--- config.mk ---
export PLATFORM = sky130hd
export DESIGN_NAME = integer_to_ascii_formatter_core_flat
export DESIGN_NICKNAME = d
export VERILOG_FILES = /design/src/sv/itoa_pkg.sv /design/src/sv/itoa_if.sv /design/src/sv/integer_to_ascii_formatter_core.sv /design/src/flat_wrapper.sv
export VERILOG_INCLUDE_DIRS = /design/src /design/src/sv
export SDC_FILE = /design/constraint.sdc
export NUM_CORES = 1
export LEC_CHECK = 0
export ABC_CLOCK_PERIOD_IN_PS = 11450
export BUFFER_PORTS_ARGS = -buffer_cell sky130_fd_sc_hd__buf_2
export CORE_AREA = 2 2 196 198
export CTS_CLUSTER_SIZE = 12
export DETAILED_ROUTE_END_ITERATION = 12
export DIE_AREA = 0 0 198 200
export GPL_TIMING_DRIVEN = 1
export PLACE_DENSITY_LB_ADDON = 0.15
export SYNTH_ARGS = -nofsm -noshare
export SYNTH_HDL_FRONTEND = slang
export SYNTH_SLANG_ARGS = --single-unit
--- constraint.sdc ---
create_clock -name clk -period 11.45 [get_ports clk]
set_input_delay 1.145 -clock clk [delete_from_list [all_inputs] [get_ports clk]]
set_output_delay 1.145 -clock clk [all_outputs]
set_load 0.1 [all_outputs]
--- src/sv/integer_to_ascii_formatter_core_defines.svh ---
// ----------------------------------------------------------------------------
// integer_to_ascii_formatter_core defines
// assertion macros shared by the formatter rtl
// ----------------------------------------------------------------------------
`ifndef INTEGER_TO_ASCII_FORMATTER_CORE_DEFINES_SVH
`define INTEGER_TO_ASCII_FORMATTER_CORE_DEFINES_SVH

// condition must hold at every edge out of reset
`define ITOA_ASSERT_ALWAYS(name, cond, msg) \
  name: assert property (@(posedge clk) disable iff (!rst_n) (cond)) else $error(msg);

// antecedent at one edge implies consequent at the next
`define ITOA_ASSERT_NEXT(name, ante, cons, msg) \
  name: assert property (@(posedge clk) disable iff (!rst_n) (ante) |=> (cons)) \
    else $error(msg);

`endif

--- src/sv/itoa_pkg.sv ---
// ----------------------------------------------------------------------------
// itoa_pkg
// widths, conversion kinds and character table of the integer formatter
// ----------------------------------------------------------------------------
package itoa_pkg;

  localparam int KIND_W  = 2;
  localparam int VALUE_W = 32;
  localparam int CHAR_W  = 8;
  localparam int DIG_W   = 4;

  // decimal needs ten digit slots, hex eight
  localparam int BUF_DEPTH = 10;
  localparam int PTR_W     = $clog2(BUF_DEPTH);

  // quotient of a divide by ten: (x * RECIP10) >> QUO_SHIFT
  localparam logic [VALUE_W-1:0] RECIP10   = 32'hCCCC_CCCD;
  localparam int                 QUO_SHIFT = 35;
  localparam int                 QUO_W     = 2 * VALUE_W - QUO_SHIFT;

  localparam logic [KIND_W-1:0] KIND_SDEC = 2'd0;
  localparam logic [KIND_W-1:0] KIND_UDEC = 2'd1;
  localparam logic [KIND_W-1:0] KIND_HEX  = 2'd2;
  localparam logic [KIND_W-1:0] KIND_NONE = 2'd3;

  localparam logic [CHAR_W-1:0] CHAR_MINUS = 8'h2D;

  localparam logic [CHAR_W-1:0] HEX_CHARS [16] = '{
    8'h30, 8'h31, 8'h32, 8'h33, 8'h34, 8'h35, 8'h36, 8'h37,
    8'h38, 8'h39, 8'h41, 8'h42, 8'h43, 8'h44, 8'h45, 8'h46
  };

endpackage

--- src/sv/itoa_if.sv ---
// ----------------------------------------------------------------------------
// itoa channel interfaces
// request channel (kind and value) and character channel
// ----------------------------------------------------------------------------
interface itoa_in_if
  import itoa_pkg::*;
();
  logic               valid;
  logic               ready;
  logic [KIND_W-1:0]  req_type;
  logic [VALUE_W-1:0] value;

  modport source (output valid, output req_type, output value, input ready);
  modport sink   (input valid, input req_type, input value, output ready);
endinterface

interface itoa_out_if
  import itoa_pkg::*;
();
  logic              valid;
  logic              ready;
  logic [CHAR_W-1:0] char_code;
  logic              last;

  modport source (output valid, output char_code, output last, input ready);
  modport sink   (input valid, input char_code, input last, output ready);
endinterface

--- src/sv/integer_to_ascii_formatter_core.sv ---
// ----------------------------------------------------------------------------
// integer_to_ascii_formatter_core
// formats one 32-bit value as signed decimal, unsigned decimal or hex ascii
// ----------------------------------------------------------------------------
// Each request carries a value and a conversion kind and produces its ascii
// characters most significant first, no leading zeros, with last set on the
// final one; a negative signed value gets a leading '-', kind 3 produces
// nothing. Digits are found least significant first into a small digit
// buffer: a reciprocal multiply for divide by ten gives each decimal digit
// (multiply, then quotient and remainder), a nibble shift gives each hex
// digit. The buffer is then read out one character per cycle while
// out_chan.ready is high. in_ready is held low from accept until the last
// character of the request is taken.
// ----------------------------------------------------------------------------
`include "integer_to_ascii_formatter_core_defines.svh"

module integer_to_ascii_formatter_core
  import itoa_pkg::*;
(
  input  logic       clk,
  input  logic       rst_n,
  itoa_in_if.sink    in_chan,
  itoa_out_if.source out_chan
);

  localparam logic [2:0] S_IDLE = 3'd0;
  localparam logic [2:0] S_MUL  = 3'd1;
  localparam logic [2:0] S_SUB  = 3'd2;
  localparam logic [2:0] S_HEX  = 3'd3;
  localparam logic [2:0] S_EMIT = 3'd4;

  localparam logic [PTR_W-1:0] CNT_LIMIT = PTR_W'(BUF_DEPTH);

  logic [2:0]          state_r, state_nxt;
  logic [VALUE_W-1:0]  mag_r, mag_nxt;
  logic [QUO_W-1:0]    prod_r, prod_nxt;
  logic [PTR_W-1:0]    cnt_r, cnt_nxt;
  logic [PTR_W-1:0]    ptr_r, ptr_nxt;
  logic                sign_r, sign_nxt;

  logic [DIG_W-1:0]    buf_r [BUF_DEPTH];
  logic                buf_we;
  logic [DIG_W-1:0]    buf_wdata;

  logic [2*VALUE_W-1:0] mul_full;
  logic [DIG_W-1:0]     q10_lo;
  logic [DIG_W-1:0]     rem;
  logic                 in_fire;
  logic                 out_fire;

  assign in_chan.ready = (state_r == S_IDLE);
  assign in_fire       = in_chan.valid && in_chan.ready;
  assign out_fire      = out_chan.valid && out_chan.ready;

  assign out_chan.valid     = (state_r == S_EMIT);
  assign out_chan.char_code = sign_r ? CHAR_MINUS : HEX_CHARS[buf_r[ptr_r]];
  assign out_chan.last      = !sign_r && (ptr_r == '0);

  // shared divide-by-ten unit
  assign mul_full = {32'd0, mag_r} * {32'd0, RECIP10};
  // remainder only needs the low nibble: mag - 10*q is below ten
  assign q10_lo   = {prod_r[0], 3'b000} + {prod_r[2:0], 1'b0};
  assign rem      = mag_r[DIG_W-1:0] - q10_lo;

  always_comb begin
    state_nxt = state_r;
    mag_nxt   = mag_r;
    prod_nxt  = prod_r;
    cnt_nxt   = cnt_r;
    ptr_nxt   = ptr_r;
    sign_nxt  = sign_r;
    buf_we    = 1'b0;
    buf_wdata = mag_r[DIG_W-1:0];
    unique case (state_r)
      S_IDLE: begin
        if (in_fire && in_chan.req_type != KIND_NONE) begin
          cnt_nxt  = '0;
          sign_nxt = (in_chan.req_type == KIND_SDEC) && in_chan.value[VALUE_W-1];
          mag_nxt  = sign_nxt ? (~in_chan.value + 32'd1) : in_chan.value;
          state_nxt = (in_chan.req_type == KIND_HEX) ? S_HEX : S_MUL;
        end
      end
      S_MUL: begin
        prod_nxt  = mul_full[2*VALUE_W-1:QUO_SHIFT];
        state_nxt = S_SUB;
      end
      S_SUB: begin
        buf_we    = 1'b1;
        buf_wdata = rem;
        mag_nxt   = {{(VALUE_W-QUO_W){1'b0}}, prod_r};
        cnt_nxt   = cnt_r + PTR_W'(1);
        if (prod_r == '0) begin
          ptr_nxt   = cnt_r;
          state_nxt = S_EMIT;
        end else begin
          state_nxt = S_MUL;
        end
      end
      S_HEX: begin
        buf_we    = 1'b1;
        buf_wdata = mag_r[DIG_W-1:0];
        mag_nxt   = mag_r >> DIG_W;
        cnt_nxt   = cnt_r + PTR_W'(1);
        if (mag_r[VALUE_W-1:DIG_W] == '0) begin
          ptr_nxt   = cnt_r;
          state_nxt = S_EMIT;
        end
      end
      S_EMIT: begin
        if (out_fire) begin
          if (sign_r) begin
            sign_nxt = 1'b0;
          end else if (ptr_r == '0) begin
            state_nxt = S_IDLE;
          end else begin
            ptr_nxt = ptr_r - PTR_W'(1);
          end
        end
      end
      default: state_nxt = S_IDLE;
    endcase
  end

  always_ff @(posedge clk) begin
    if (!rst_n) begin
      state_r <= S_IDLE;
    end else begin
      state_r <= state_nxt;
    end
  end

  always_ff @(posedge clk) begin
    mag_r  <= mag_nxt;
    prod_r <= prod_nxt;
    cnt_r  <= cnt_nxt;
    ptr_r  <= ptr_nxt;
    sign_r <= sign_nxt;
  end

  always_ff @(posedge clk) begin
    if (buf_we) begin
      buf_r[cnt_r] <= buf_wdata;
    end
  end

  `ITOA_ASSERT_ALWAYS(a_no_overlap, !(in_chan.ready && out_chan.valid), "ready while sending")
  `ITOA_ASSERT_NEXT(a_last_idle, out_fire && out_chan.last, in_chan.ready, "no idle after last")
  `ITOA_ASSERT_NEXT(a_busy, in_fire && in_chan.req_type != KIND_NONE, !in_chan.ready, "not busy")
  `ITOA_ASSERT_ALWAYS(a_cnt_range, state_r == S_IDLE || cnt_r <= CNT_LIMIT, "digit overflow")

endmodule
--- src/flat_wrapper.sv ---
// flat-port wrapper written by rule: the top's interface ports become plain ports
module integer_to_ascii_formatter_core_flat import itoa_pkg::*;
  (clk, rst_n, in_chan_valid, in_chan_req_type, in_chan_value, in_chan_ready, out_chan_valid, out_chan_char_code, out_chan_last, out_chan_ready);
  itoa_in_if in_chan_i ();
  itoa_out_if out_chan_i ();
  input  logic clk;
  input  logic rst_n;
  input wire logic [$bits(in_chan_i.valid)-1:0] in_chan_valid;
  input wire logic [$bits(in_chan_i.req_type)-1:0] in_chan_req_type;
  input wire logic [$bits(in_chan_i.value)-1:0] in_chan_value;
  output wire logic [$bits(in_chan_i.ready)-1:0] in_chan_ready;
  output wire logic [$bits(out_chan_i.valid)-1:0] out_chan_valid;
  output wire logic [$bits(out_chan_i.char_code)-1:0] out_chan_char_code;
  output wire logic [$bits(out_chan_i.last)-1:0] out_chan_last;
  input wire logic [$bits(out_chan_i.ready)-1:0] out_chan_ready;
  assign in_chan_i.valid = in_chan_valid;
  assign in_chan_i.req_type = in_chan_req_type;
  assign in_chan_i.value = in_chan_value;
  assign in_chan_ready = in_chan_i.ready;
  assign out_chan_valid = out_chan_i.valid;
  assign out_chan_char_code = out_chan_i.char_code;
  assign out_chan_last = out_chan_i.last;
  assign out_chan_i.ready = out_chan_ready;
  integer_to_ascii_formatter_core u_core (.clk(clk), .rst_n(rst_n), .in_chan(in_chan_i), .out_chan(out_chan_i));
endmodule
==> key figures <==
Run status
  • Status: completed

Hold path
  • Hold Path Origin: u_core.ptr_r[3]
  • Hold Path Stages: 1
  • Worst Hold Class: flop to flop

Clock network
  • CTS buffer count: 17
  • Sink Count: 117
  • Hold_buf cts: 0
  • Htree depth: 4
  • Root buffer cell: clkbuf_16
  • Post-cts sizing count: 0
  • Worst-path clk slew: 0.06 ns
  • CTS tree: done
  • Clock latency on the worst-skew pair: 0.42 ns
  • Post-CTS Setup Inserts: 0
  • CTS Buffer Depth: 2

Yosys
  • Synth Flop Type: edfxtp_1
  • Syn nets: 2915
  • Unique masters post-synth: 62
  • Cells after synthesis: 2117
  • Synth Register Bits: 117
  • Sequential share of the synthesized area: 15.4%
  • Mean Syn Cell Area: 10.5 µm²
  • Post-synth EDFFs: 110
  • Ys Warns: 0
  • Post-synth ARST share: 0%
  • Post-Syn Area: 22300 µm²

Die
  • Chip height: 200 µm
  • Die area: 39600 µm²
  • Num ports: 49
  • Initial Util: 59.7%
  • Std cell rows: 71
  • Core footprint: 37400 µm²
  • Die extent in x: 198 µm

Setup path
  • Critical path class: flop to flop
  • FF-to-FF path depth: 21
  • R2R setup slack: 3.46 ns
  • Worst r2r src: u_core.mag_r[3]
  • Largest stage delay, worst path: 0.72 ns
  • CP Max Fanout: 8
  • Critical path arrival: 8.15 ns
  • Setup crit end kind: flop
  • Worst r2r dst: u_core.prod_r[16]
  • Worst EP required: 11.61 ns
  • Crit path cell chain: ha_1, xor2_1, xor2_1, fa_1, fa_1, fa_1, fa_1, fa_1, inv_1, fa_1, inv_1, ha_1, nand3_1, nor2_1, nand4_1, a311oi_2, o21ai_0, o21ai_1, a21oi_1, o21ai_1, xor2_1
  • Crit-path most repeated cell: fa_1
  • Critical-path top delay cell: a311oi_2
  • Startpoint Class: flop

Routing
  • Detailed Route Iter0 Violations: 943
  • Via Count: 14800
  • Routed Antenna Nets: 0
  • Via density: 5.52
  • Routed WL per cell: 22.7 µm
  • # DRC: 0
  • Initial DRT Pass Iterations: 7
  • DRT Wirelength: 60.9 mm

Job
  • Number of max-cap violations: 0

STA
  • Slew margin rel.: 28.4%
  • Crit path time final: 7.99 ns
  • Fmax: 125 MHz
  • Fin Setup TNS: 0 ns
  • RSZ-0062 raised after global routing: no
  • Fin crit share: 69.8%
  • Final Setup Violations: 0
  • Worst-margin pin slew: 1.06 ns
  • Worst hold slack: 0.581 ns
  • Setup Skew: 0.0102 ns
  • Final Hold Fails: 0
  • Max-slew violation count: 0

Global route
  • First-pass GRT wire length: 94.4 mm
  • Initial antenna violation count: 1
  • GRT Total Usage: 33.0%
  • GRT overflow: 0
  • Number of global-route vias before repair: 16100
  • Largest net degree at the start of global routing: 60

Placement
  • DP Area: 23100 µm²
  • Hpwl dp: 54.1 mm
  • Routability cong.: 1.00
  • IO buf count: 47

Cells and area
  • Layout cells sized above 1: 5.52%
  • Design area: 23700 µm²
  • Area Growth Syn to Fin: 6.22%
  • Final nets: 2958
  • Commonest non-fill, non-tap cells in the layout: inv_1, fa_1, ha_1, edfxtp_1, a21oi_1
  • Commonest non-fill, non-tap cell in the layout: inv_1
[how the worst max path moves through the flow]
stage | startpoint | to | slack, ns | depth (start not counted)
global route | u_core.mag_r[17] | u_core.prod_r[16] | 3.21 | 25
finish | u_core.mag_r[3] | u_core.prod_r[16] | 3.46 | 21
detailed placement | u_core.mag_r[17] | u_core.prod_r[16] | 3.58 | 23
CTS | u_core.mag_r[17] | u_core.prod_r[16] | 3.55 | 25
floorplan | u_core.mag_r[10] | u_core.prod_r[27] | 4.75 | 23
global placement | u_core.mag_r[3] | u_core.prod_r[16] | 3.59 | 21
[worst max-delay path, delay by kind of cell (launching register included)]
family / cells / cell delay, ns
simple gates: 3 / 0.60
compound gates: 5 / 1.66
buf+inv: 2 / 0.09
xor+xnor: 3 / 0.87
fa+ha+maj: 8 / 3.89
flops: 1 / 0.61
[sequential cells by signal, indices dropped and copies added, names as in the netlist, named ones only]
| register | count |
|---|---|
| u_core.prod_r | 29 |
| u_core.state_r | 3 |
| u_core.sign_r | 1 |
| u_core.ptr_r | 4 |
| u_core.mag_r | 32 |
| u_core.cnt_r | 4 |
| u_core.buf_r | 40 |
[stage by stage]
stage	utilization, %	cells	setup slack [ns]
3_3_place_gp	61.8	2652	3.59
4_1_cts	63.4	2684	3.55
3_5_place_dp	61.8	2652	3.58
5_1_grt	63.4	2684	3.21
2_1_floorplan	-	2117	4.75
6_report	63.4	2685	3.46
[per-layer routing]
| layer | vias to the layer above | track usage, % | part of all wire (%) |
|---|---|---|---|
| li1 | 6796 | - | - |
| met5 | - | 0 | 0 |
| met4 | 0 | 15.4 | 5.4 |
| met3 | 122 | 4.15 | 5.1 |
| met1 | 7493 | 41.2 | 40 |
| met2 | 420 | 57.5 | 49 |
[area by class of cell]
cell class / instances / area (µm²)
multi-input cells: 1386 / 16600
fillers: 3098 / 13700
flip-flops and latches: 117 / 3440
inverters: 586 / 2200
well taps: 511 / 639
clock buffers: 17 / 425
repair buffers: 52 / 273
clock inverters: 15 / 148
diodes: 1 / 2.50
[synthesized netlist by cell type (3+ instances only)]
| cell type | number | share of area [%] |
|---|---|---|
| mux4_2 | 8 | 0.81 |
| a21o_1 | 27 | 0.91 |
| dfxtp_1 | 7 | 0.63 |
| edfxtp_1 | 110 | 15 |
| o21bai_1 | 12 | 0.40 |
| and2_1 | 19 | 0.53 |
| ha_1 | 373 | 21 |
| or4_1 | 3 | 0.10 |
| o21a_1 | 3 | 0.10 |
| nor2b_1 | 8 | 0.22 |
| a31oi_1 | 5 | 0.14 |
| mux2i_1 | 31 | 1.4 |
| fa_1 | 387 | 35 |
| mux2_2 | 3 | 0.15 |
| nand2_1 | 61 | 1.0 |
| clkbuf_1 | 26 | 0.44 |
| xnor2_1 | 53 | 2.1 |
| a211oi_1 | 4 | 0.13 |
| or2_2 | 3 | 0.084 |
| nor4_1 | 10 | 0.28 |
| o21ai_1 | 7 | 0.16 |
| o41ai_1 | 3 | 0.12 |
| a31o_2 | 3 | 0.12 |
| nand2b_1 | 5 | 0.14 |
| nand3_1 | 19 | 0.43 |
| a21oi_1 | 89 | 2.0 |
| nand4_1 | 20 | 0.56 |
| nor3_1 | 13 | 0.29 |
| nor2_1 | 73 | 1.2 |
| o31ai_1 | 4 | 0.13 |
| o21ai_0 | 39 | 0.87 |
| xor2_1 | 58 | 2.3 |
| and3_1 | 8 | 0.22 |
| inv_1 | 586 | 9.9 |
[kinds of logic (layout without fill, tap and decap cells)]
kind of cell | count (synthesis) | in the layout | synth area share (%)
mux | 42 | 42 | 2.35
compound gates | 221 | 221 | 6.29
buf+inv | 614 | 670 | 10.4
xor+xnor | 111 | 111 | 4.36
fa+ha+maj | 760 | 760 | 55.6
flops | 117 | 117 | 15.4
other cells | 1 | 2 | 0.0168
simple gates | 251 | 251 | 5.57
Power is not shown: default switching activity piles up to over one toggle a cycle in this logic, so the estimate is an artifact.
